[src/design/gregorian_date_step_unit_assert.svh]
// Assertion macros shared by the date step unit.
// Each macro expects clk and rst_n to be visible where it is used.
`ifndef GREGORIAN_DATE_STEP_UNIT_ASSERT_SVH
`define GREGORIAN_DATE_STEP_UNIT_ASSERT_SVH

// The consequent must hold in the same cycle as the antecedent.
`define GDS_ASSERT_SAME(lbl, ante, cons) \
    lbl: assert property (@(posedge clk) disable iff (!rst_n) (ante) |-> (cons)) \
        else $error("gds: same-cycle check failed");

// The consequent must hold in the cycle after the antecedent.
`define GDS_ASSERT_NEXT(lbl, ante, cons) \
    lbl: assert property (@(posedge clk) disable iff (!rst_n) (ante) |=> (cons)) \
        else $error("gds: next-cycle check failed");

`endif

[src/design/gds_pkg.sv]
package gds_pkg;

    typedef enum logic [1:0] {
        CMD_NEXT = 2'd0,
        CMD_PREV = 2'd1,
        CMD_DOY  = 2'd2
    } cmd_t;

    localparam logic [3:0]  MONTH_JAN = 4'd1;
    localparam logic [3:0]  MONTH_FEB = 4'd2;
    localparam logic [3:0]  MONTH_DEC = 4'd12;
    localparam logic [4:0]  DAY_FIRST = 5'd1;
    localparam logic [4:0]  DEC_DAYS  = 5'd31;
    localparam logic [15:0] YEAR_MAX  = 16'hFFFF;

    // 25 * INV25 == 1 modulo 2^16, so y is a multiple of 25 exactly when
    // y * INV25 (mod 2^16) is no larger than floor(65535 / 25).
    localparam logic [15:0] INV25       = 16'd23593;
    localparam logic [15:0] DIV25_LIMIT = 16'(65535 / 25);

    typedef struct packed {
        cmd_t        command;
        logic [15:0] year;
        logic [3:0]  month;
        logic [4:0]  day;
    } req_t;

    typedef struct packed {
        cmd_t        command;
        logic [15:0] year;
        logic [3:0]  month;
        logic [4:0]  day;
        logic [15:0] y_mul;
    } s1_t;

    typedef struct packed {
        cmd_t        command;
        logic [15:0] year;
        logic [3:0]  month;
        logic [4:0]  day;
        logic [4:0]  dim;
        logic        leap;
    } s2_t;

    typedef struct packed {
        logic [15:0] out_year;
        logic [3:0]  out_month;
        logic [4:0]  out_day;
        logic [8:0]  day_of_year;
        logic        year_wrapped;
    } rsp_t;

    function automatic logic [4:0] month_days(input logic [3:0] m, input logic leap);
        logic [4:0] len;
        unique case (m)
            4'd2:                      len = leap ? 5'd29 : 5'd28;
            4'd4, 4'd6, 4'd9, 4'd11:   len = 5'd30;
            default:                   len = 5'd31;
        endcase
        return len;
    endfunction

    function automatic logic [8:0] days_before(input logic [3:0] m);
        logic [8:0] acc;
        unique case (m)
            4'd2:    acc = 9'd31;
            4'd3:    acc = 9'd59;
            4'd4:    acc = 9'd90;
            4'd5:    acc = 9'd120;
            4'd6:    acc = 9'd151;
            4'd7:    acc = 9'd181;
            4'd8:    acc = 9'd212;
            4'd9:    acc = 9'd243;
            4'd10:   acc = 9'd273;
            4'd11:   acc = 9'd304;
            4'd12:   acc = 9'd334;
            default: acc = 9'd0;
        endcase
        return acc;
    endfunction

endpackage

[src/design/gds_if.sv]
interface gds_req_if;
    import gds_pkg::*;
    logic        valid;
    logic        ready;
    logic [1:0]  command;
    logic [15:0] year;
    logic [3:0]  month;
    logic [4:0]  day;

    modport source (output valid, command, year, month, day, input ready);
    modport sink   (input valid, command, year, month, day, output ready);
endinterface

interface gds_rsp_if;
    logic        valid;
    logic        ready;
    logic [15:0] out_year;
    logic [3:0]  out_month;
    logic [4:0]  out_day;
    logic [8:0]  day_of_year;
    logic        year_wrapped;

    modport source (output valid, out_year, out_month, out_day, day_of_year, year_wrapped,
                    input ready);
    modport sink   (input valid, out_year, out_month, out_day, day_of_year, year_wrapped,
                    output ready);
endinterface

[src/design/gds_prep.sv]
module gds_prep (
    input  logic           clk,
    input  logic           rst_n,
    input  logic           item_valid,
    output logic           item_ready,
    input  gds_pkg::req_t  item,
    output logic           res_valid,
    input  logic           res_ready,
    output gds_pkg::s1_t   res
);
    import gds_pkg::*;

    logic        valid_reg;
    s1_t         data_reg;
    s1_t         data_next;
    logic [15:0] prod;

    // Months outside 1..12 are pinned to the nearest end of the range.
    always_comb
    begin
        prod              = item.year * INV25;
        data_next.command = item.command;
        data_next.year    = item.year;
        data_next.day     = item.day;
        data_next.y_mul   = prod;
        if (item.month < MONTH_JAN)
            data_next.month = MONTH_JAN;
        else if (item.month > MONTH_DEC)
            data_next.month = MONTH_DEC;
        else
            data_next.month = item.month;
    end

    assign item_ready = !valid_reg || res_ready;

    always_ff @(posedge clk or negedge rst_n)
    begin
        if (!rst_n)
            valid_reg <= 1'b0;
        else if (item_ready)
            valid_reg <= item_valid;
    end

    always_ff @(posedge clk)
    begin
        if (item_ready && item_valid)
            data_reg <= data_next;
    end

    assign res_valid = valid_reg;
    assign res       = data_reg;
endmodule

[src/design/gds_clamp.sv]
module gds_clamp (
    input  logic          clk,
    input  logic          rst_n,
    input  logic          item_valid,
    output logic          item_ready,
    input  gds_pkg::s1_t  item,
    output logic          res_valid,
    input  logic          res_ready,
    output gds_pkg::s2_t  res
);
    import gds_pkg::*;

    logic valid_reg;
    s2_t  data_reg;
    s2_t  data_next;
    logic div4;
    logic div16;
    logic div25;
    logic leap;
    logic [4:0] dim;

    // Divisible by 100 is divisible by 4 and 25; by 400 is by 16 and 25.
    always_comb
    begin
        div4  = (item.year[1:0] == 2'd0);
        div16 = (item.year[3:0] == 4'd0);
        div25 = (item.y_mul <= DIV25_LIMIT);
        leap  = (div4 && !div25) || (div16 && div25);
        dim   = month_days(item.month, leap);

        data_next.command = item.command;
        data_next.year    = item.year;
        data_next.month   = item.month;
        data_next.dim     = dim;
        data_next.leap    = leap;
        if (item.day < DAY_FIRST)
            data_next.day = DAY_FIRST;
        else if (item.day > dim)
            data_next.day = dim;
        else
            data_next.day = item.day;
    end

    assign item_ready = !valid_reg || res_ready;

    always_ff @(posedge clk or negedge rst_n)
    begin
        if (!rst_n)
            valid_reg <= 1'b0;
        else if (item_ready)
            valid_reg <= item_valid;
    end

    always_ff @(posedge clk)
    begin
        if (item_ready && item_valid)
            data_reg <= data_next;
    end

    assign res_valid = valid_reg;
    assign res       = data_reg;
endmodule

[src/design/gds_step.sv]
module gds_step (
    input  logic          clk,
    input  logic          rst_n,
    input  logic          item_valid,
    output logic          item_ready,
    input  gds_pkg::s2_t  item,
    output logic          res_valid,
    input  logic          res_ready,
    output gds_pkg::rsp_t res
);
    import gds_pkg::*;

    logic valid_reg;
    rsp_t data_reg;
    rsp_t data_next;
    logic [3:0] prev_month;
    logic       leap_bump;

    always_comb
    begin
        prev_month = item.month - 4'd1;
        leap_bump  = (item.month > MONTH_FEB) && item.leap;

        data_next.out_year     = item.year;
        data_next.out_month    = item.month;
        data_next.out_day      = item.day;
        data_next.day_of_year  = 9'd0;
        data_next.year_wrapped = 1'b0;

        case (item.command)
            CMD_NEXT:
            begin
                if (item.day < item.dim)
                    data_next.out_day = item.day + 5'd1;
                else
                begin
                    data_next.out_day = DAY_FIRST;
                    if (item.month == MONTH_DEC)
                    begin
                        data_next.out_month    = MONTH_JAN;
                        data_next.out_year     = item.year + 16'd1;
                        data_next.year_wrapped = (item.year == YEAR_MAX);
                    end
                    else
                        data_next.out_month = item.month + 4'd1;
                end
            end
            CMD_PREV:
            begin
                if (item.day > DAY_FIRST)
                    data_next.out_day = item.day - 5'd1;
                else if (item.month == MONTH_JAN)
                begin
                    data_next.out_month    = MONTH_DEC;
                    data_next.out_day      = DEC_DAYS;
                    data_next.out_year     = item.year - 16'd1;
                    data_next.year_wrapped = (item.year == 16'd0);
                end
                else
                begin
                    // Stepping back stays within the year, so its leap flag holds.
                    data_next.out_month = prev_month;
                    data_next.out_day   = month_days(prev_month, item.leap);
                end
            end
            CMD_DOY:
            begin
                data_next.day_of_year = days_before(item.month)
                                      + {4'd0, item.day} - 9'd1
                                      + {8'd0, leap_bump};
            end
            default:
            begin
                data_next.day_of_year = 9'd0;
            end
        endcase
    end

    assign item_ready = !valid_reg || res_ready;

    always_ff @(posedge clk or negedge rst_n)
    begin
        if (!rst_n)
            valid_reg <= 1'b0;
        else if (item_ready)
            valid_reg <= item_valid;
    end

    always_ff @(posedge clk)
    begin
        if (item_ready && item_valid)
            data_reg <= data_next;
    end

    assign res_valid = valid_reg;
    assign res       = data_reg;
endmodule

[src/design/gregorian_date_step_unit.sv]
// An accepted request is registered in gds_prep, gds_clamp and gds_step in turn.
// Throughput: one transaction per cycle while rsp.ready holds; the reciprocal
// multiply for the divisible-by-25 test sets the depth of the first stage.
// Reset: rst_n is asynchronous and active low; it clears all stage valid bits,
// and payload registers are left as they are.
`include "gregorian_date_step_unit_assert.svh"

module gregorian_date_step_unit (
    input  logic         clk,
    input  logic         rst_n,
    gds_req_if.sink      req,
    gds_rsp_if.source    rsp
);
    import gds_pkg::*;

    // The unit is a three-stage pipeline:
    //   gds_prep  - clamps the month and multiplies the year by the inverse
    //               of 25 modulo 2^16.
    //   gds_clamp - finishes the leap-year test, looks up the month length
    //               and clamps the day into the month.
    //   gds_step  - next day, previous day, day of year, or an echo of the date.
    // Each stage may take a new transaction when it is empty or when the
    // stage below takes its current one, so bubbles collapse and a stall at
    // the response side backs up without losing or repeating anything.

    req_t req_data;
    s1_t  s1_data;
    s2_t  s2_data;
    rsp_t rsp_data;
    logic s1_valid;
    logic s1_ready;
    logic s2_valid;
    logic s2_ready;

    always_comb
    begin
        req_data.command = cmd_t'(req.command);
        req_data.year    = req.year;
        req_data.month   = req.month;
        req_data.day     = req.day;
    end

    gds_prep u_prep (
        .clk        (clk),
        .rst_n      (rst_n),
        .item_valid (req.valid),
        .item_ready (req.ready),
        .item       (req_data),
        .res_valid  (s1_valid),
        .res_ready  (s1_ready),
        .res        (s1_data)
    );

    gds_clamp u_clamp (
        .clk        (clk),
        .rst_n      (rst_n),
        .item_valid (s1_valid),
        .item_ready (s1_ready),
        .item       (s1_data),
        .res_valid  (s2_valid),
        .res_ready  (s2_ready),
        .res        (s2_data)
    );

    gds_step u_step (
        .clk        (clk),
        .rst_n      (rst_n),
        .item_valid (s2_valid),
        .item_ready (s2_ready),
        .item       (s2_data),
        .res_valid  (rsp.valid),
        .res_ready  (rsp.ready),
        .res        (rsp_data)
    );

    assign rsp.out_year     = rsp_data.out_year;
    assign rsp.out_month    = rsp_data.out_month;
    assign rsp.out_day      = rsp_data.out_day;
    assign rsp.day_of_year  = rsp_data.day_of_year;
    assign rsp.year_wrapped = rsp_data.year_wrapped;

    // A wrap can only land on one of the two dates at the ends of the year range.
    `GDS_ASSERT_SAME(a_wrap_date, rsp.valid && rsp.year_wrapped,
        (rsp.out_year == 16'd0 && rsp.out_month == MONTH_JAN && rsp.out_day == DAY_FIRST) ||
        (rsp.out_year == YEAR_MAX && rsp.out_month == MONTH_DEC && rsp.out_day == DEC_DAYS))

    // Every response carries a month in range, a day of at least one and a day of year in range.
    `GDS_ASSERT_SAME(a_date_range, rsp.valid,
        rsp.out_month >= MONTH_JAN && rsp.out_month <= MONTH_DEC &&
        rsp.out_day >= DAY_FIRST && rsp.day_of_year <= 9'd365)

    // A full middle stage that is held back must still be full next cycle.
    `GDS_ASSERT_NEXT(a_s2_hold, s2_valid && !s2_ready, s2_valid)
endmodule

[src/flat_wrapper.sv]
// flat-port wrapper written by rule: the top's interface ports become plain ports
module gregorian_date_step_unit_flat import gds_pkg::*;
  (clk, rst_n, req_valid, req_command, req_year, req_month, req_day, req_ready, rsp_valid, rsp_out_year, rsp_out_month, rsp_out_day, rsp_day_of_year, rsp_year_wrapped, rsp_ready);
  gds_req_if req_i ();
  gds_rsp_if rsp_i ();
  input  logic clk;
  input  logic rst_n;
  input wire logic [$bits(req_i.valid)-1:0] req_valid;
  input wire logic [$bits(req_i.command)-1:0] req_command;
  input wire logic [$bits(req_i.year)-1:0] req_year;
  input wire logic [$bits(req_i.month)-1:0] req_month;
  input wire logic [$bits(req_i.day)-1:0] req_day;
  output wire logic [$bits(req_i.ready)-1:0] req_ready;
  output wire logic [$bits(rsp_i.valid)-1:0] rsp_valid;
  output wire logic [$bits(rsp_i.out_year)-1:0] rsp_out_year;
  output wire logic [$bits(rsp_i.out_month)-1:0] rsp_out_month;
  output wire logic [$bits(rsp_i.out_day)-1:0] rsp_out_day;
  output wire logic [$bits(rsp_i.day_of_year)-1:0] rsp_day_of_year;
  output wire logic [$bits(rsp_i.year_wrapped)-1:0] rsp_year_wrapped;
  input wire logic [$bits(rsp_i.ready)-1:0] rsp_ready;
  assign req_i.valid = req_valid;
  assign req_i.command = req_command;
  assign req_i.year = req_year;
  assign req_i.month = req_month;
  assign req_i.day = req_day;
  assign req_ready = req_i.ready;
  assign rsp_valid = rsp_i.valid;
  assign rsp_out_year = rsp_i.out_year;
  assign rsp_out_month = rsp_i.out_month;
  assign rsp_out_day = rsp_i.out_day;
  assign rsp_day_of_year = rsp_i.day_of_year;
  assign rsp_year_wrapped = rsp_i.year_wrapped;
  assign rsp_i.ready = rsp_ready;
  gregorian_date_step_unit u_core (.clk(clk), .rst_n(rst_n), .req(req_i), .rsp(rsp_i));
endmodule
[config.mk]
export PLATFORM = sky130hd
export DESIGN_NAME = gregorian_date_step_unit_flat
export DESIGN_NICKNAME = d
export VERILOG_FILES = /design/src/design/gds_pkg.sv /design/src/design/gds_if.sv /design/src/design/gds_prep.sv /design/src/design/gds_clamp.sv /design/src/design/gds_step.sv /design/src/design/gregorian_date_step_unit.sv /design/src/flat_wrapper.sv
export VERILOG_INCLUDE_DIRS = /design/src /design/src/design
export SDC_FILE = /design/constraint.sdc
export NUM_CORES = 1
export LEC_CHECK = 0
export BUFFER_PORTS_ARGS = -buffer_cell sky130_fd_sc_hd__buf_4
export CAP_MARGIN = 20
export CORE_MARGIN = 2
export CORE_UTILIZATION = 45
export CTS_CLUSTER_SIZE = 40
export DETAILED_ROUTE_END_ITERATION = 8
export PLACE_DENSITY = 0.66
export SYNTH_ARGS = -nofsm -noshare
export SYNTH_HDL_FRONTEND = slang
export SYNTH_SLANG_ARGS = --single-unit
export TNS_END_PERCENT = 50
[constraint.sdc]
create_clock -name clk -period 3 [get_ports clk]
set_clock_uncertainty 0.15 [all_clocks]
set_input_delay 0.75 -clock clk [delete_from_list [all_inputs] [get_ports clk]]
set_output_delay 0.75 -clock clk [all_outputs]
set_load 0.05 [all_outputs]
==> reports/metrics.yaml <==
htree_levels: 4
fmax_mhz: 256
p_leak_nw: 3.98
nNetsFinal: 907
grt_max_degree: 38
via_count: 5079
crit_path_max_incr_delay_ns: 0.50
crit_fanout: 6
cts_buffers: 17
dr.first_iter.drc_count: 341
synth-xor-area-share_pct: 5.47
synth.most_common_cell: "edfxtp_1"
antenna_found_initial: 0
slew_headroom_pct: 62.6
path_cells: "buf_4, ha_1, ha_1, inv_1, fa_1, fa_1, fa_1, inv_1, ha_4, ha_4, inv_1, o21bai_1, o41ai_2, xnor2_1"
reg2reg_to: "u_core.u_step.res[9]$_SDFFCE_PP0P_"
final_layout_size_suffix_gt1_share_pct: 29.8
min_period_over_period_pct: 130
place_ws_ns: -1.38
synth_top_family_by_area: "adder cells"
core_sq_mm: 0.0159
vias_per_cell: 5.13
worst-r2r-setup-slack_ns: 0.17
postRouteWirelength_um: 14800
cts_sinks: 114
synthMuxAreaShare_pct: 2.01
die_area_sq_mm: 0.0174
antenna_left: 0
p_total_mw: 7.26
overflow: 0
critPathSlowestCell: "fa_1"
synth-async-reset-ratio_pct: 2.63
synth_cell_type_count: 70
path_clk_slew_ns: 0.05
start_util_pct: 46.2
dr.pass1.iters: 5
synth_top_area_share_pct: 41.6
clockBufferDepth: 2
arrival_ns: 3.91
cp.required_ns: 3.01
r2r-start: "u_core.u_clamp.res[12]$_DFFE_PP_"
rows: 46
worstRegToRegCells: 12
holdPathStages: 0
holdCritPathClass: "flip-flop to flip-flop"
synth_edf_count: 102
violations: "negative setup slack"
finalHoldViolCount: 0
grt_pass1_wl_um: 24500
gp_routability_congestion: 0.888
run_status: "complete, but fails checks"
yosysTopAreaCell: "edfxtp_1"
setup_slack_ns: -0.899
synth-seq-cells: 114
grt.total_usage_pct: 17.6
synth-compound-area-share_pct: 8.72
area_delta_synth_final_pct: 32.3
startpoint_type: "input port"
synth_area_sq_mm: 0.00736
fp.dieH_um: 132
min-delay-start: "u_core.u_prep.res[32]$_DFFE_PP_"
cts_tree: "yes"
ir_worst_vdd_mv: 0.435
endpoint_kind: "flip-flop"
synth_fp_nets: 790
drv_slew: 0
worst_pin_slew_ns: 0.557
ys_seq_area_share_pct: 45.1
synthFlopType: "edfxtp_1"
root_buffer: "clkbuf_16"
powerDensity_mw_per_mm2: 746
path_class: "input port to flip-flop"
hpwlAfterDp_um: 11300
finalCriticalPeriod_ns: 3.90
syn-mean-instance-area_sq_um: 11.4
grt_pass1_vias: 5061
antenna_cells: 0
yosysWarnings: 0
setup_viol: 7
rsz0062_at_grt: "true"
drc: 0
yosys-top-cells-count: "edfxtp_1, ha_1, inv_1, xnor2_1, nand2_1"
drt-wirelength-per-cell_um: 14.9
die_x_um: 132
cap_violations: 0
synth_fa_ha_area_share_pct: 21.5
boundaryPins: 68
portBuffers: 67
hold_end: "u_core.u_clamp.res[22]$_DFFE_PP_"
synth-simple-area-share_pct: 11.5
clock_latency_ns: 0.42
netlist_instances: 644
synthTopCellsByArea: "edfxtp_1, ha_1, fa_1"
[critical path, delay by kind of cell]
family	cells	cell delay (ns)
adders and majority gates	7	2.50
AOI/OAI and AO/OA	2	0.24
xor gates and xnor gates	1	0.13
buffers and inverters	4	0.29
[final cells by class]
cell class | instances | area, sq um
clock inverter | 13 | 190
inverter | 84 | 315
clock buffer | 19 | 433
tap | 216 | 270
sequential | 114 | 3320
multi-input combinational | 425 | 4260
timing repair buffer | 119 | 952
fill | 1254 | 6200
[layer usage]
metal  wire (um)  up-vias  GRT usage [%]
li1            -     2533              -
met1        6750     2414           23.0
met2        7310      117           29.5
met3         594       15           3.73
met4         135        0           5.37
met5           0        -              0
[report_power, final]
part	internal [mW]	switching (mW)	leakage, nW	total, mW
clock network	1.46	0.685	0.305	2.14
registers	2.05	0.117	1.09	2.17
logic	1.46	1.50	2.58	2.95
[repair_timing]
action / CTS / global route
buffers inserted: 0 / 4
setup endpoints to repair: 8 / 13
pin swaps: 15 / 31
resized for setup: 23 / 30
hold buffers: 1 / 0
endpoints found under the hold margin: 3 / 0
[cell families (layout without fill, tap and decap cells)]
| group | after synthesis | count (layout) |
|---|---|---|
| AND/OR/NAND/NOR | 156 | 156 |
| adder cells (fa/ha/maj) | 115 | 115 |
| flip-flops | 114 | 114 |
| buffers and inverters | 105 | 235 |
| AO/OA/AOI/OAI | 95 | 95 |
| XOR/XNOR | 46 | 46 |
| multiplexers | 13 | 13 |
[state kept, by name, summed over array words and instances (netlist names), named ones only]
name and count:
u_core.u_clamp.res 30, u_core.u_prep.res_valid 1, u_core.u_step.res 35, u_core.u_step.res_valid 1, u_core.u_clamp.res_valid 1, u_core.u_prep.res 37
[per-stage QoR]
stage / area, sq um / TNS [ns] / std cells / hold slack [ns] / utilization [%]
2_1_floorplan: 7690 / -5.38 / 644 / 0.250 / -
3_3_place_gp: 8730 / -8.06 / 955 / 0.252 / 54.7
3_5_place_dp: 8730 / -8.20 / 955 / 0.255 / 54.7
4_1_cts: 9540 / -3.89 / 988 / 0.266 / 59.9
5_1_grt: 9740 / -4.57 / 990 / 0.268 / 61.1
6_report: 9740 / -4.03 / 990 / 0.264 / 61.1
[worst max path at each step]
| stage | start | to | slack [ns] | cells after the start |
|---|---|---|---|---|
| floorplan | req_year[10] | u_core.u_prep.res[15]$_DFFE_PP_ | -1.12 | 15 |
| finish | req_year[4] | u_core.u_prep.res[15]$_DFFE_PP_ | -0.90 | 14 |
| CTS | req_year[3] | u_core.u_prep.res[15]$_DFFE_PP_ | -0.90 | 14 |
| global placement | req_year[8] | u_core.u_prep.res[15]$_DFFE_PP_ | -1.32 | 16 |
| global route | req_year[10] | u_core.u_prep.res[15]$_DFFE_PP_ | -0.99 | 16 |
| detailed placement | req_year[2] | u_core.u_prep.res[15]$_DFFE_PP_ | -1.38 | 14 |
[cells in the final DEF, fill, tap and decap left out, types with 4 or more instances in the layout]
master / synthesis / layout
clkinv_2: 0 / 5
and3_1: 10 / 10
clkbuf_16: 0 / 17
buf_4: 2 / 106
or3_1: 4 / 4
ha_1: 96 / 55
mux2i_1: 8 / 8
mux2_2: 4 / 4
xor2_1: 13 / 13
nand2_1: 32 / 29
o22ai_1: 7 / 7
o211ai_1: 5 / 5
o21ai_0: 13 / 11
buf_6: 2 / 9
bufinv_16: 0 / 5
a21oi_1: 23 / 20
ha_4: 0 / 40
inv_2: 1 / 8
nand3_1: 14 / 14
dfxtp_1: 9 / 9
inv_1: 83 / 76
nor3_1: 16 / 15
fa_1: 19 / 17
nor2_1: 31 / 26
xnor2_1: 33 / 32
edfxtp_1: 102 / 102
nor4_1: 8 / 8
and2_1: 6 / 6
a21o_1: 5 / 5
nand2b_1: 8 / 8
Note: power is estimated with default switching activity, not from simulation.
